### src/region_access_lock_table_defines.svh
// assertion macros for the region access lock table
// used by region_access_lock_table.sv; expects i_clk and i_rst_n in scope
`ifndef REGION_ACCESS_LOCK_TABLE_DEFINES_SVH
`define REGION_ACCESS_LOCK_TABLE_DEFINES_SVH

// same-cycle implication, checked outside reset
`define RALT_ASSERT_IMP(lbl, ante, cons) \
    lbl: assert property (@(posedge i_clk) disable iff (!i_rst_n) (ante) |-> (cons)) \
        else $error("region lock table check failed");

// next-cycle implication, checked outside reset
`define RALT_ASSERT_NEXT(lbl, ante, cons) \
    lbl: assert property (@(posedge i_clk) disable iff (!i_rst_n) (ante) |=> (cons)) \
        else $error("region lock table sequencing check failed");

`endif

### src/ralt_fifo.sv
// small register queue used between front and back and on the result side
// no package dependency
`default_nettype none

module ralt_fifo #(
    parameter int WIDTH = 8,
    parameter int DEPTH = 2
) (
    input  wire logic             i_clk,
    input  wire logic             i_rst_n,
    input  wire logic             i_push,
    input  wire logic [WIDTH-1:0] i_wdata,
    output logic                  o_full,
    input  wire logic             i_pop,
    output logic [WIDTH-1:0]      o_rdata,
    output logic                  o_empty
);

    localparam int PTR_W = (DEPTH > 1) ? $clog2(DEPTH) : 1;
    localparam int CNT_W = $clog2(DEPTH + 1);

    logic [WIDTH-1:0] r_mem [DEPTH];
    logic [PTR_W-1:0] r_wptr, n_wptr;
    logic [PTR_W-1:0] r_rptr, n_rptr;
    logic [CNT_W-1:0] r_cnt, n_cnt;
    logic             do_push, do_pop;

    assign o_full  = (r_cnt == CNT_W'(DEPTH));
    assign o_empty = (r_cnt == '0);
    assign do_push = i_push && !o_full;
    assign do_pop  = i_pop && !o_empty;
    assign o_rdata = r_mem[r_rptr];

    always_comb begin
        n_wptr = r_wptr;
        n_rptr = r_rptr;
        if (do_push) begin
            n_wptr = (r_wptr == PTR_W'(DEPTH - 1)) ? '0 : r_wptr + 1'b1;
        end
        if (do_pop) begin
            n_rptr = (r_rptr == PTR_W'(DEPTH - 1)) ? '0 : r_rptr + 1'b1;
        end
        n_cnt = r_cnt + CNT_W'(do_push) - CNT_W'(do_pop);
    end

    always_ff @(posedge i_clk) begin
        if (!i_rst_n) begin
            r_wptr <= '0;
            r_rptr <= '0;
            r_cnt  <= '0;
        end else begin
            r_wptr <= n_wptr;
            r_rptr <= n_rptr;
            r_cnt  <= n_cnt;
        end
    end

    always_ff @(posedge i_clk) begin
        if (do_push) begin
            r_mem[r_wptr] <= i_wdata;
        end
    end

endmodule

`default_nettype wire

### config.mk
export PLATFORM = sky130hd
export DESIGN_NAME = ralt_fifo
export DESIGN_NICKNAME = d
export VERILOG_FILES = /design/src/region_access_lock_table_defines.svh /design/src/ralt_fifo.sv
export SDC_FILE = /design/constraint.sdc
export NUM_CORES = 1
export LEC_CHECK = 0
export ABC_CLOCK_PERIOD_IN_PS = 1960
export BUFFER_PORTS_ARGS = -buffer_cell sky130_fd_sc_hd__buf_2
export CAP_MARGIN = 20
export CORE_AREA = 5 5 47 49
export DETAILED_ROUTE_END_ITERATION = 10
export DIE_AREA = 0 0 52 54
export PLACE_DENSITY = 0.73
export SLEW_MARGIN = 15
export SYNTH_ARGS = -nofsm -noshare
export SYNTH_HDL_FRONTEND = slang
export SYNTH_SLANG_ARGS = --single-unit
export TNS_END_PERCENT = 10
### constraint.sdc
create_clock -name i_clk -period 1.96 [get_ports i_clk]
set_input_delay 0.294 -clock i_clk [delete_from_list [all_inputs] [get_ports i_clk]]
set_output_delay 0.294 -clock i_clk [all_outputs]
set_load 0.02 [all_outputs]
# Yosys cells after proc, flatten, opt, wreduce, memory -nomap -nowiden
# Memory sizes are Yosys's and may differ from the RTL's. A register that Yosys moved wholly into a read port is not among the register bits.
# Cells that the tools add are included.
[word_totals]
memories = 1
out_inout_bits = 10
elab_cells = 20
mem_bits_rw = 16
input_bits = 12
reg_bits = 4
[classes]
eq_ne = 1
muxes = 6
add_sub_neg = 4
n_reduce_logical = 5
[memory_table]
columns = ["name", "depth", "word_bits", "rd", "rd_ports_with_merged_regs", "write_ports", "line_no", "text"]
rows = [
  ["r_mem", 2, 8, 1, 1, 1, "ralt_fifo.sv:22", "logic [WIDTH-1:0] r_mem [DEPTH];"],
]
[ops]
columns = ["cell", "count"]
rows = [
  ["$mux W1", 6],
  ["$add A1 B1 Y1 const B", 2],
  ["$add A2 B1 Y2", 1],
  ["$eq A2 B2 Y1 const B", 1],
  ["$logic_and A1 B1 Y1", 2],
  ["$logic_not A1 Y1", 2],
  ["$logic_not A2 Y1", 1],
  ["$sub A2 B1 Y2", 1],
]

# Depth between registers and ports, before layout
[logic_depth]
depth_word = 5
depth_mapped = 8

# Worst setup path before layout
# OpenSTA, ideal clock, no wires.
[synth_timing]
kind = "reg-to-reg"
from = "register r_cnt[0]"
to = "register r_cnt[1]"
slack_ns = 0.420
required_ns = 1.882
period_less_slack_ns = 1.540
stages_incl_launch_ff = 9
setup_ns = 0.078
arrival_ns = 1.462
path_buffers = 0
path_cell_list = "dfxtp_1 nand2b_1 nand2_1 ha_1 inv_1 ha_1 xor2_1 and2_2 nor3_1"
[synth_via]
elab_chain_cells = 5
elab_cells_between_ends = 8
cone_classes = "add/sub (2); eq/ne (1); reduce/logical (5)"
[synth_lines]
columns = ["item", "line_no", "text"]
rows = [
  ["start, declared", "ralt_fifo.sv:25", "logic [CNT_W-1:0] r_cnt, n_cnt;"],
  ["start signal, assigned", "ralt_fifo.sv:54", "r_cnt <= n_cnt;"],
  ["$eq A2 B2 Y1", "ralt_fifo.sv:28", "assign o_full = (r_cnt == CNT_W'(DEPTH));"],
  ["$logic_not A1 Y1", "ralt_fifo.sv:30", "assign do_push = i_push && !o_full;"],
  ["$logic_and A1 B1 Y1", "ralt_fifo.sv:30", ""],
  ["$add A2 B1 Y2", "ralt_fifo.sv:43", "n_cnt = r_cnt + CNT_W'(do_push) - CNT_W'(do_pop);"],
  ["$sub A2 B1 Y2 *", "ralt_fifo.sv:43", ""],
]
# Mark *: on every way between the ends. The rest lies on a longest branch, timed or not.
# A chain may end at the register's enable or synchronous reset.

==> impl_metrics.env <==
export IMPL_hp_class="in2reg"
export IMPL_wl_per_cell_microns=12.2
export IMPL_yosys_register_bits=21
export IMPL_cap_violations=0
export IMPL_synthToLayoutAreaGrowth_pct=20.6
export IMPL_wl_microns=1270
export IMPL_post_place_ws_ns=0.302
export IMPL_place_area_sq_um=953
export IMPL_clock_path_buffers=2
export IMPL_vias=462
export IMPL_synth_nets=66
export IMPL_die_w_microns=52
export IMPL_synth_top_area_cell="edfxtp_1"
export IMPL_max_stage_delay_ns=0.55
export IMPL_synth_area_top_cells="edfxtp_1 (59%), dfxtp_1 (12%), mux2_2 (11%)"
export IMPL_syn_avg_cell_area_sq_um=15.6
export IMPL_cts_htree_levels=1
export IMPL_drive_gt1_share_pct=45.5
export IMPL_first_pass_iters=2
export IMPL_antenna_found_initial=0
export IMPL_cp_end_kind="output pin"
export IMPL_dp_hpwl_microns=915
export IMPL_multi_input_area_sq_um=215
export IMPL_postCtsHoldBufs=0
export IMPL_start_util_pct=44.6
export IMPL_crit_required_ns=1.67
export IMPL_antenna_left=0
export IMPL_regToRegSetupSlack_ns=0.32
export IMPL_clk_latency_ns=0.30
export IMPL_final_hold_viol_count=0
export IMPL_setup_viol=0
export IMPL_cts_resized=0
export IMPL_seqPwrFrac_pct=49.6
export IMPL_clk_pin_slew_worst_paths_ns=0.11
export IMPL_worstPathCellList="mux2_2 -> buf_2"
export IMPL_ys_warn_count=0
export IMPL_layout_setup_ws_ns=0.286
export IMPL_syn_inst=52
export IMPL_outcome="complete, no violations"
export IMPL_worst_pin_slew_ns=0.399
export IMPL_dieArea_sq_um=2810
export IMPL_post_cts_buffers=0
export IMPL_cp_top_family="flip-flops"
export IMPL_cts_made_buffers=3
export IMPL_regArea_sq_um=581
export IMPL_tritoncts="built"
export IMPL_cts_root_buf="clkbuf_4"
export IMPL_p_int_uw=858
export IMPL_fin_nets=92
export IMPL_comb_power_share_pct=34.5
export IMPL_fin_tns_setup_ns=0
export IMPL_grt_first_pass_wirelength_microns=2010
export IMPL_fin_area_sq_um=980
export IMPL_arrival_ns=1.38
export IMPL_grt_pass1_vias=484
export IMPL_finalMaxSlewViolations=0
export IMPL_diodes=0
export IMPL_slew_headroom_pct=73.4
export IMPL_gp_congestion=0.702
export IMPL_p_per_area_nw_per_um2=1310
export IMPL_fmax_mhz=598
export IMPL_ir_worst_vdd_uv=587
export IMPL_start_kind="flop"
export IMPL_synth_top_cell_area_share_pct=59.2
export IMPL_cp_max_fo=8
export IMPL_p_total_mw=1.29
export IMPL_clock_sinks=21
export IMPL_via_per_inst=4.44
export IMPL_fin_skew_ns=0.00591
export IMPL_crit_slowest_cell="dfxtp_1"
export IMPL_boundaryPins=22
export IMPL_core_sq_um=1820
export IMPL_netSwitchingFraction_pct=33.4
export IMPL_synth_cell_types=17
export IMPL_p_leak_nw=0.411
export IMPL_fillers=175
export IMPL_overflow=0
export IMPL_path_buf_inv=1
export IMPL_period_share_pct=85.4
export IMPL_p_clk_share_pct=15.8
export IMPL_switching_power_uw=430
export IMPL_die_height_microns=54
export IMPL_drc=0
export IMPL_port_buffer_count=21
export IMPL_drt_initial_drc_count=4
export IMPL_fin_crit_ns=1.67
export IMPL_rsz0062_at_grt="no"
export IMPL_critPathKind="reg2out"
export IMPL_netlist_area_sq_um=812
export IMPL_num_rows=16
export IMPL_grt_max_degree=12
export IMPL_grt_usage_pct=10.3
export IMPL_ys_seq_area_share_pct=71.5
## stage by stage
| step | std cells | utilization [%] | hold WS (ns) |
|---|---|---|---|
| after floorplan | 52 | - | 0.393 |
| after global routing | 104 | 53.8 | 0.158 |
| after detailed placement | 100 | 52.3 | 0.486 |
| after CTS | 104 | 53.8 | 0.165 |
| final | 104 | 53.8 | 0.171 |
| after global placement | 100 | 52.3 | 0.473 |
## state kept, by name, indices dropped and copies added, names as in the netlist, named ones only
name and flops:
r_mem 16, r_cnt 2, r_rptr 1, r_wptr 1
## worst paths after layout
check / end / cells after the start / start
worst max-delay path: o_rdata[7] / 2 / flop
worst min-delay path: r_mem[1][0]$_DFFE_PP_ / 1 / i_wdata[0]
worst max register to register: r_cnt[1]$_SDFF_PN0_ / 8 / r_cnt[0]$_SDFF_PN0_
worst min register to register: r_wptr$_SDFFE_PN0N_ / 2 / r_wptr$_SDFFE_PN0N_
## final cells by class
type | instances | area share (%)
clock buffers | 4 | 2.68
flip-flops and latches | 21 | 59.3
well taps | 27 | 3.45
repair buffers | 22 | 11.5
inverters | 3 | 1.15
multi-input cells | 27 | 22.0
## power by group through the flow
| stage | Sequential, mW | Combinational (mW) | Clock [mW] |
|---|---|---|---|
| CTS | 0.642 | 0.455 | 0.212 |
| finish | 0.639 | 0.445 | 0.204 |
| floorplan | 0.619 | 0.344 | 0 |
| detailed placement | 0.652 | 0.452 | 0 |
| global route | 0.655 | 0.491 | 0.225 |
| global placement | 0.648 | 0.439 | 0 |
## layout by cell type, fill, tap and decap left out
cell	instances
mux2i_1	1
ha_1	2
inv_1	3
edfxtp_1	16
and3_1	1
buf_4	1
and2_2	1
buf_2	21
mux2_2	8
nor2_1	5
xnor2_1	1
clkbuf_1	1
and2_1	1
clkbuf_4	3
nor3_1	1
nand2_1	2
xor2_1	1
dfxtp_1	5
nand2b_1	2
o21a_2	1
## per-layer routing
metal / track usage [%] / wire length, microns / vias up
li1: - / - / 233
met1: 10.9 / 510 / 209
met2: 17.8 / 646 / 15
met3: 1.39 / 72 / 5
met4: 9.17 / 38 / 0
met5: 0 / 0 / -
## logic make-up after synthesis
| logic type | after synthesis | synth area share [%] |
|---|---|---|
| AO/OA/AOI/OAI | 1 | 1.08 |
| buffers and inverters | 4 | 2.00 |
| multiplexers | 9 | 12.3 |
| flip-flops | 21 | 71.5 |
| XOR/XNOR | 2 | 2.16 |
| adder cells (fa/ha/maj) | 2 | 3.08 |
| AND/OR/NAND/NOR | 13 | 7.86 |
## synth_stat cells
| master | n |
|---|---|
| mux2i_1 | 1 |
| and3_1 | 1 |
| nand2_1 | 2 |
| nor2_1 | 5 |
| dfxtp_1 | 5 |
| and2_2 | 1 |
| xnor2_1 | 1 |
| inv_1 | 3 |
| o21a_2 | 1 |
| ha_1 | 2 |
| mux2_2 | 8 |
| xor2_1 | 1 |
| nand2b_1 | 2 |
| buf_2 | 1 |
| nor3_1 | 1 |
| and2_1 | 1 |
| edfxtp_1 | 16 |
Note: power is estimated with default switching activity, not from simulation.
