<file path="config.mk">
export PLATFORM = sky130hd
export DESIGN_NAME = ralt_front
export DESIGN_NICKNAME = d
export VERILOG_FILES = /design/src/region_access_lock_table_defines.svh /design/src/ralt_pkg.sv /design/src/ralt_front.sv
export SDC_FILE = /design/constraint.sdc
export NUM_CORES = 1
export LEC_CHECK = 0
export ABC_CLOCK_PERIOD_IN_PS = 4200
export BUFFER_PORTS_ARGS = -buffer_cell sky130_fd_sc_hd__buf_4
export CAP_MARGIN = 10
export CORE_ASPECT_RATIO = 1.2
export CORE_UTILIZATION = 56
export DETAILED_ROUTE_END_ITERATION = 16
export PLACE_DENSITY_LB_ADDON = 0.05
export SYNTH_ARGS = -nofsm -noshare
export SYNTH_HDL_FRONTEND = slang
export SYNTH_SLANG_ARGS = --single-unit
</file>
<file path="constraint.sdc">
create_clock -name i_clk -period 4.2 [get_ports i_clk]
set_input_delay 0.84 -clock i_clk [delete_from_list [all_inputs] [get_ports i_clk]]
set_output_delay 0.84 -clock i_clk [all_outputs]
set_load 0.03 [all_outputs]
</file>
<file path="src/region_access_lock_table_defines.svh">
// assertion macros for the region access lock table
// used by region_access_lock_table.sv; expects i_clk and i_rst_n in scope
`ifndef REGION_ACCESS_LOCK_TABLE_DEFINES_SVH
`define REGION_ACCESS_LOCK_TABLE_DEFINES_SVH

// same-cycle implication, checked outside reset
`define RALT_ASSERT_IMP(lbl, ante, cons) \
    lbl: assert property (@(posedge i_clk) disable iff (!i_rst_n) (ante) |-> (cons)) \
        else $error("region lock table check failed");

// next-cycle implication, checked outside reset
`define RALT_ASSERT_NEXT(lbl, ante, cons) \
    lbl: assert property (@(posedge i_clk) disable iff (!i_rst_n) (ante) |=> (cons)) \
        else $error("region lock table sequencing check failed");

`endif

</file>
<file path="src/ralt_pkg.sv">
// shared types, codes and defaults for the region access lock table
// no dependencies
`default_nettype none

package ralt_pkg;

    localparam int NUM_REGIONS_DEF = 1024;
    localparam int COUNT_WIDTH_DEF = 16;

    localparam int REGION_W    = 10;
    localparam int REGION_SPAN = 1 << REGION_W;
    localparam int RCOUNT_W    = 11;

    localparam logic [1:0] CMD_OPEN  = 2'd0;
    localparam logic [1:0] CMD_CLOSE = 2'd1;
    localparam logic [1:0] CMD_LOCK  = 2'd2;
    localparam logic [1:0] CMD_ALLOC = 2'd3;

    localparam logic [1:0] ST_OK         = 2'd0;
    localparam logic [1:0] ST_RETRY      = 2'd1;
    localparam logic [1:0] ST_NO_FREE    = 2'd2;
    localparam logic [1:0] ST_CLOSE_ZERO = 2'd3;

    // bit positions in the per-region flag field
    localparam int FLAG_LOCK = 0;
    localparam int FLAG_BR   = 1;
    localparam int FLAG_BW   = 2;

    typedef struct packed {
        logic [1:0]          command;
        logic [REGION_W-1:0] region;
        logic                mode;
    } t_in_item;

    typedef struct packed {
        logic [1:0]          status;
        logic [REGION_W-1:0] allocated_region;
    } t_out_item;

    // classified command handed from front to back
    typedef struct packed {
        logic                need_mem;
        logic [1:0]          command;
        logic [REGION_W-1:0] region;
        logic                mode;
        t_out_item           result;
    } t_work;

    typedef struct packed {
        logic mid_pop;
        logic res_push;
        logic clearing;
    } t_back_ctl;

endpackage

`default_nettype wire

</file>
<file path="src/ralt_front.sv">
// front end: takes commands, range-checks them and serves allocate from the free count
// depends on ralt_pkg
`default_nettype none

module ralt_front #(
    parameter int NUM_REGIONS = ralt_pkg::NUM_REGIONS_DEF
) (
    input  wire logic                        i_clk,
    input  wire logic                        i_rst_n,
    input  wire logic                        i_cfg_we,
    input  wire logic [ralt_pkg::RCOUNT_W-1:0] i_cfg_wdata,
    input  wire logic                        i_push,
    input  wire ralt_pkg::t_in_item          i_item,
    input  wire logic                        i_clearing,
    input  wire logic                        i_mid_full,
    output logic                             o_full,
    output logic                             o_mid_push,
    output ralt_pkg::t_work                  o_mid_item
);

    import ralt_pkg::*;

    localparam logic [RCOUNT_W-1:0] RESET_COUNT =
        (NUM_REGIONS < REGION_SPAN) ? RCOUNT_W'(NUM_REGIONS) : RCOUNT_W'(REGION_SPAN);

    logic [RCOUNT_W-1:0] r_region_count, n_region_count;
    logic [RCOUNT_W-1:0] r_free, n_free;
    logic [RCOUNT_W-1:0] cfg_limited;
    logic [RCOUNT_W-1:0] alloc_diff;
    logic                can_alloc;
    logic                accept;

    assign o_full     = i_mid_full || i_clearing;
    assign accept     = i_push && !o_full;
    assign o_mid_push = accept;

    // values beyond the table size are clipped
    assign cfg_limited = (32'(i_cfg_wdata) > NUM_REGIONS) ? RCOUNT_W'(NUM_REGIONS)
                                                         : i_cfg_wdata;
    assign can_alloc   = (r_free != '0) && (r_free <= r_region_count);
    assign alloc_diff  = r_region_count - r_free;

    always_comb begin
        o_mid_item                         = '0;
        o_mid_item.command                 = i_item.command;
        o_mid_item.mode                    = i_item.mode;
        o_mid_item.result.status           = ST_OK;
        o_mid_item.result.allocated_region = '0;
        n_free                             = r_free;
        n_region_count                     = r_region_count;
        priority if (i_item.command == CMD_ALLOC) begin
            if (can_alloc) begin
                o_mid_item.result.allocated_region = alloc_diff[REGION_W-1:0];
                if (accept) begin
                    n_free = r_free - 1'b1;
                end
            end else begin
                o_mid_item.result.status = ST_NO_FREE;
            end
        end else if (32'(i_item.region) >= NUM_REGIONS) begin
            o_mid_item.result.status = ST_RETRY;
        end else begin
            o_mid_item.need_mem = 1'b1;
            o_mid_item.region   = i_item.region;
        end
        if (i_cfg_we) begin
            n_region_count = cfg_limited;
            n_free         = cfg_limited;
        end
    end

    always_ff @(posedge i_clk) begin
        if (!i_rst_n) begin
            r_region_count <= RESET_COUNT;
            r_free         <= RESET_COUNT;
        end else begin
            r_region_count <= n_region_count;
            r_free         <= n_free;
        end
    end

endmodule

`default_nettype wire

</file>
-- After elaboration in Yosys (flattened, before gate mapping)
Cells that the tools add are included.
W data, S select, Z words.
- flip-flop bits (word level): 22
- bits of input ports: 30
- word-level logic and storage cells: 26
- add/subtract/negate cells: 2
- $lt $le $gt $ge: 2
- eq/ne operators: 1
- muxes and demuxes: 10
- reduce and logical (&&, ||, !) cells: 9
- operators by type and width (cell ; number):
    $mux W11 ; 5
    $mux W10 ; 2
    $mux W12 ; 1
    $gt A11 B11 Y1 const B ; 1
    $le A11 B11 Y1 ; 1
    $reduce_bool A11 Y1 ; 1
    $sub A11 B1 Y11 const B ; 1
    $sub A10 B10 Y10 ; 1
    $reduce_bool A2 Y1 ; 3
    $reduce_and A3 Y1 ; 1
    $eq A2 B2 Y1 const B ; 1
    $logic_and A1 B1 Y1 ; 2
    $mux W2 ; 1
    $logic_not A1 Y1 ; 1
    $logic_or A1 B1 Y1 ; 1
    $mux W1 ; 1

-- Longest topological paths before layout
Gate-level depths: netlist of the first run.
- word-level depth: 7
- mapped depth: 10
- gate-level depth less buffers: 10

-- Least setup slack after synthesis of the first run
OpenSTA, ideal clock, no wires.
- kind: register to output
- start: reg r_region_count[8]
- end: out o_mid_item[3] (netlist name)
- arrival time: 2.489 ns
- setup slack: 0.871 ns
- stages on the path, launching flop included: 9
- buffers on the path: 0
- cells stage by stage: dfxtp_1 -> inv_1 -> ha_1 -> a211o_1 -> o211ai_1 -> o2111ai_2 -> a21oi_4 -> nand3_2 -> nor3_1
- RTL lines (what ; RTL line ; source):
    start: declaration ; ralt_front.sv:26 ; logic [RCOUNT_W-1:0] r_region_count, n_region_count;
    start signal: assignment ; ralt_front.sv:77 ; r_region_count <= n_region_count;
    end: declaration ; ralt_front.sv:18 ; output ralt_pkg::t_work o_mid_item

==> flow_metrics.py, run 1 <==
metrics = {
    "floorplanning": {
        "initial_core_util": 0.586,
        "die_h_um": 67.0,
        "core_um2": 3370,
        "io_pins": 58,
        "num_rows": 23,
        "die_w_um": 56.2,
        "dieArea_um2": 3770,
    },
    "synth": {
        "synth_seq_area_share": 0.223,
        "synth_warnings": 0,
        "synth_area_um2": 1970,
        "syn_inst": 267,
        "syn_nets": 319,
        "synth.avg_cell_area_um2": 7.39,
        "synthFlopType": "dfxtp_1",
        "yosys.cell_types.count": 54,
        "synth-edff-count": 0,
        "synthArstFlopShare": 0,
        "synth.ff_latch_count": 22,
    },
    "finish": {
        "drive_gt1_frac": 0.217,
        "multiInputGateArea_um2": 1370,
        "final_nets": 368,
        "n_antenna_cell": 0,
        "mostFrequentLayoutCells": "54 x buf_4, 34 x nand2_1, 30 x inv_1",
        "nFillCells": 279,
        "seq_area_um2": 440,
        "area_delta_synth_final_pct": 22.2,
        "final_common_cell": "buf_4",
    },
    "timing": {
        "hold_viol_final": 0,
        "period_needed_ns": 3.54,
        "finalCritPeriodShare": 0.843,
        "fin_tns_setup_ns": 0,
        "hold_slack_ns": 0.482,
        "max_freq_ghz": 0.283,
        "rsz0062_at_grt": "false",
        "slew_viol_final": 0,
        "relSlewSlack": 0.433,
        "worst_pin_slew_ns": 0.849,
        "clock_skew_ns": 0.00490,
        "setup_viol": 0,
    },
    "drt": {
        "vias_per_cell": 5.78,
        "drc_errors": 0,
        "vias": 2028,
        "wire_per_inst_um": 14.1,
        "finalWirelength_um": 4950,
        "drtIter0Drc": 108,
        "dr.pass1.iters": 4,
        "ant_nets": 0,
    },
    "power": {
        "max-vdd-ir-drop_v": 0.000248,
        "p_comb_frac": 0.460,
        "clock_power_share": 0.196,
        "power_density_nw_per_um2": 282,
        "p_sw_mw": 0.270,
        "p_seq_frac": 0.344,
        "leakage_nw": 1.08,
        "intPower_mw": 0.411,
        "swShare": 0.396,
    },
    "cts": {
        "cts_num_sinks": 22,
        "postCtsHoldBufs": 0,
        "cts_buffer_depth": 2,
        "clock-root-buffer": "clkbuf_8",
        "cts_tree": "built",
        "cts_buffers": 3,
        "worst_skew_pair.late_latency_ns": 0.26,
        "ctsResizeCount": 0,
        "postCtsSetupRepairBufs": 0,
        "htreeDepth": 1,
        "path_clk_slew_ns": 0.08,
    },
    "placed_design": {
        "gp_congestion": 0.867,
        "dp_hpwl_um": 3830,
        "io_buffers": 54,
    },
    "worst_setup_path": {
        "crit_chain": "inv_1, ha_1, a211o_1, o211ai_1, o2111ai_2, a21oi_4, nand3_2, nor3_1, buf_4",
        "start_kind": "flip-flop",
        "cp_max_fo": 10,
        "cp.required_ns": 3.36,
        "crit_arrival_ns": 2.70,
        "slowest_delay_ns": 0.37,
        "cp-end-kind": "primary output",
        "r2r_setup_slack_ns": 1.82,
        "path_class": "flip-flop to primary output",
        "cpMaxStageDelayCell": "dfxtp_1",
    },
    "global_route": {
        "grt_start_max_net_pins": 27,
        "antenna_found_initial": 0,
        "first_global_vias": 1760,
        "grt_first_pass_wirelength_um": 7950,
        "gr-total-overflow": 0,
        "grtUsageTotal": 0.263,
    },
    "outcome": {
        "status": "finished, final reports clean",
    },
    "run": {
        "cap_violations": 0,
    },
    "worst_hold_path": {
        "hp-class": "flip-flop to flip-flop",
    },
}
## sequential cells by signal, summed over array words and instances (netlist names)
signal / cells
r_free: 11
r_region_count: 11
## power groups by stage
stage | clock, mW | combinational (mW) | sequential, mW
5_1_grt | 0.143 | 0.343 | 0.236
3_5_place_dp | 0 | 0.310 | 0.239
3_3_place_gp | 0 | 0.307 | 0.238
6_report | 0.133 | 0.313 | 0.234
4_1_cts | 0.133 | 0.312 | 0.234
2_1_floorplan | 0 | 0.227 | 0.235
## final timing paths
kind,depth (start not counted),from,to
worst max-delay path,9,r_region_count[8],o_mid_item[3]
worst min-delay path,2,r_region_count[4],r_region_count[4]
worst max register to register,8,r_region_count[7],r_free[1]
worst min register to register,2,r_region_count[4],r_region_count[4]
## through the flow
stage	instances	worst slack (ns)	total power, mW	utilization	area [um2]
3_5_place_dp	348	0.925	0.548	0.705	2370
4_1_cts	351	0.630	0.679	0.717	2410
2_1_floorplan	267	0.871	0.461	-	1970
5_1_grt	351	0.474	0.722	0.717	2410
6_report	351	0.661	0.681	0.717	2410
3_3_place_gp	348	0.931	0.545	0.705	2370
## kinds of logic (layout without fill, tap and decap cells)
logic type | Yosys count | count (layout) | share of synthesized area
simple gates | 113 | 113 | 0.298
compound gates | 63 | 63 | 0.222
buf+inv | 40 | 87 | 0.0843
fa+ha+maj | 22 | 22 | 0.143
flops | 22 | 22 | 0.223
xor+xnor | 5 | 5 | 0.0222
other cells | 1 | 1 | 0.00190
mux | 1 | 1 | 0.00570
## routing by layer
| metal | GRT usage | wire length, um |
|---|---|---|
| met1 | 0.349 | 2220 |
| met2 | 0.461 | 2290 |
| met3 | 0.0272 | 367 |
| met4 | 0.0549 | 72 |
| met5 | 0 | 0 |
## final cells by class
| cell class | count | share of cell area |
|---|---|---|
| clock buffer | 3 | 0.0171 |
| inverter | 30 | 0.0467 |
| multi-input combinational | 205 | 0.567 |
| sequential | 22 | 0.182 |
| tap | 37 | 0.0192 |
| timing repair buffer | 54 | 0.168 |
## critical path: cells and delay by family (launching register included)
kind,cells,cell delay [ns]
simple gates,2,0.49
buf+inv,2,0.25
flops,1,0.37
fa+ha+maj,1,0.37
compound gates,4,0.95
## cell usage after synthesis (2+ instances only)
master / n / area share
a211oi_1: 3 / 0.011
o21ai_0: 10 / 0.025
nand2b_1: 2 / 0.0063
nor3_1: 12 / 0.030
buf_4: 4 / 0.015
a21o_1: 5 / 0.019
nor2b_1: 3 / 0.0095
or4_1: 2 / 0.0076
inv_1: 30 / 0.057
or3_1: 4 / 0.013
a211o_1: 2 / 0.0089
o22ai_1: 2 / 0.0063
o21a_1: 2 / 0.0076
nand2_1: 34 / 0.065
clkbuf_1: 5 / 0.0095
dfxtp_1: 22 / 0.22
xor2_1: 4 / 0.018
and2_1: 12 / 0.038
a2bb2oi_1: 2 / 0.0089
nand4_1: 4 / 0.013
nor2_1: 23 / 0.044
ha_1: 21 / 0.13
a31oi_1: 3 / 0.0095
nand3_1: 4 / 0.010
a21oi_1: 21 / 0.053
nor4_1: 3 / 0.0095
No activity file was read; power rests on OpenSTA's default activity.
==> run 2: changes to the inputs <==
--- a/config.mk
+++ b/config.mk
@@ -5,11 +5,11 @@
 export SDC_FILE = /design/constraint.sdc
 export NUM_CORES = 1
 export LEC_CHECK = 0
-export ABC_CLOCK_PERIOD_IN_PS = 4200
+export ABC_CLOCK_PERIOD_IN_PS = 3700
 export BUFFER_PORTS_ARGS = -buffer_cell sky130_fd_sc_hd__buf_4
 export CAP_MARGIN = 10
 export CORE_ASPECT_RATIO = 1.2
-export CORE_UTILIZATION = 56
+export CORE_UTILIZATION = 52
 export DETAILED_ROUTE_END_ITERATION = 16
 export PLACE_DENSITY_LB_ADDON = 0.05
 export SYNTH_ARGS = -nofsm -noshare
==> constraint.sdc (replaced) <==
create_clock -name i_clk -period 3.7 [get_ports i_clk]
set_input_delay 0.74 -clock i_clk [delete_from_list [all_inputs] [get_ports i_clk]]
set_output_delay 0.74 -clock i_clk [all_outputs]
set_load 0.03 [all_outputs]
==> run 2 against run 1 <==
Against the previous run: sequential power up 13%; worst setup slack worse by 0.39 ns; register-to-register slack worse by 0.44 ns; sequential share of layout area down 0.25 points; clock skew up 0.00096 ns; total power up 15%; final cell count up 4.8%; critical path type unchanged; design area up 1.4%; clock-buffer cell count unchanged; non-clock buffer count up 2; clock power up 17%; first-iteration DRC count up 14%.
==> flow_metrics.py, run 2 (synthesized netlist as in run 1, its figures left out) <==
metrics = {
    "outcome": {
        "status": "finished, final reports clean",
    },
    "worst_hold_path": {
        "hp-class": "flip-flop to flip-flop",
    },
    "worst_setup_path": {
        "crit_chain": "inv_1, ha_1, nor2b_1, o21ai_0, a21oi_1, a211oi_1, mux2_2, a31oi_1, buf_4",
        "cpMaxStageDelayCell": "dfxtp_1",
        "slowest_delay_ns": 0.41,
        "start_kind": "flip-flop",
        "worst_path_dominant_cell_family": "compound AO/OA/AOI/OAI gates",
        "crit_arrival_ns": 2.69,
        "path_class": "flip-flop to primary output",
        "cp_max_fo": 4,
        "cp.buffers_inverters": 2,
        "cp-end-kind": "primary output",
        "cp.required_ns": 2.96,
    },
    "drt": {
        "vias_per_cell": 5.49,
        "drc_errors": 0,
        "finalWirelength_um": 5140,
        "drtIter0Drc": 123,
        "wire_per_inst_um": 14.0,
        "vias": 2021,
        "dr.pass1.iters": 4,
        "ant_nets": 0,
    },
    "power": {
        "max-vdd-ir-drop_v": 0.000201,
        "power_density_nw_per_um2": 319,
        "leakage_nw": 1.09,
    },
    "floorplanning": {
        "io_pins": 58,
        "die_h_um": 69.5,
        "core_um2": 3630,
        "num_rows": 24,
        "die_w_um": 58.3,
        "dieArea_um2": 4050,
        "initial_core_util": 0.543,
    },
    "finish": {
        "design_area_um2": 2450,
        "mostFrequentLayoutCells": "56 x buf_4, 34 x nand2_1, 30 x inv_1",
        "n_antenna_cell": 0,
        "top_regs": "r_free: 11 flops, r_region_count: 11 flops",
        "area_delta_synth_final_pct": 24.0,
        "drive_gt1_frac": 0.222,
        "final_common_cell": "buf_4",
        "final_nets": 370,
    },
    "cts": {
        "postCtsHoldBufs": 0,
        "htreeDepth": 1,
        "ctsResizeCount": 0,
        "cts_buffers": 3,
        "clock-root-buffer": "clkbuf_8",
        "cts_buffer_depth": 2,
        "path_clk_slew_ns": 0.08,
        "cts_tree": "built",
        "postCtsSetupRepairBufs": 0,
        "worst_skew_pair.late_latency_ns": 0.27,
        "cts_num_sinks": 22,
    },
    "timing": {
        "period_needed_ns": 3.43,
        "max_freq_ghz": 0.292,
        "finalCritPeriodShare": 0.927,
        "slew_viol_final": 0,
        "relSlewSlack": 0.569,
        "hold_viol_final": 0,
        "fin_tns_setup_ns": 0,
        "rsz0062_at_grt": "false",
        "setup_viol": 0,
        "clock_skew_ns": 0.00586,
        "worst_pin_slew_ns": 0.646,
    },
    "global_route": {
        "grtUsageTotal": 0.267,
        "grt_first_pass_wirelength_um": 8480,
        "gr-total-overflow": 0,
        "grt_start_max_net_pins": 27,
        "first_global_vias": 1947,
        "antenna_found_initial": 0,
    },
    "placed_design": {
        "dp_hpwl_um": 4000,
        "placed_area_um2": 2410,
        "gp_congestion": 0.909,
        "io_buffers": 54,
    },
    "run": {
        "cap_violations": 0,
    },
}
run 2: cell count changes in the layout (fill, tap and decap cells not counted), sizes merged:
cell  delta
buf      +2
run 2: power by group:
part | total (mW) | leakage [nW] | internal (mW) | switching (mW)
Sequential | 0.265 | 0.180 | 0.249 | 0.0153
Combinational | 0.359 | 0.888 | 0.146 | 0.213
Clock | 0.156 | 0.0216 | 0.0730 | 0.0831
run 2: final timing paths:
path,cells past startpoint,startpoint,slack (ns),endpoint
hold reg to reg,2,r_region_count[6],0.49,r_region_count[6]
setup / recovery,9,r_region_count[1],0.27,o_mid_item[9]
setup reg to reg,8,r_region_count[8],1.38,r_free[0]
hold / removal,2,r_region_count[6],0.49,r_region_count[6]
run 2: worst reg2reg max path, stage by stage (launching register included):
cell	delay [ns]
dfxtp_1	0.36
inv_1	0.05
ha_1	0.39
nand4_1	0.21
a211o_1	0.33
o2111ai_2	0.15
a21o_1	0.34
nor3_1	0.10
a311o_1	0.28
run 2: metrics by stage:
stage	cells	hold slack, ns	setup WS, ns	power, mW	util
after floorplan	267	0.442	0.471	0.523	-
final	368	0.488	0.270	0.780	0.674
after CTS	368	0.487	0.259	0.779	0.674
after detailed placement	365	0.472	0.563	0.627	0.662
after global placement	365	0.472	0.581	0.623	0.662
after global routing	368	0.501	0.0550	0.826	0.674
run 2: layout make-up:
type                            count  area [um2]
Tap cell                           52        65.1
Fill cell                         355        1190
Multi-Input combinational cell    205        1370
Clock buffer                        3        41.3
Sequential cell                    22         440
Timing Repair Buffer               56         420
Inverter                           30         113
run 2: metal layers:
layer,up-vias,wire [um],global-route usage
met5,-,0,0
li1,1022,-,-
met1,940,2200,0.324
met2,50,2660,0.475
met3,9,212,0.0280
met4,0,72,0.0952
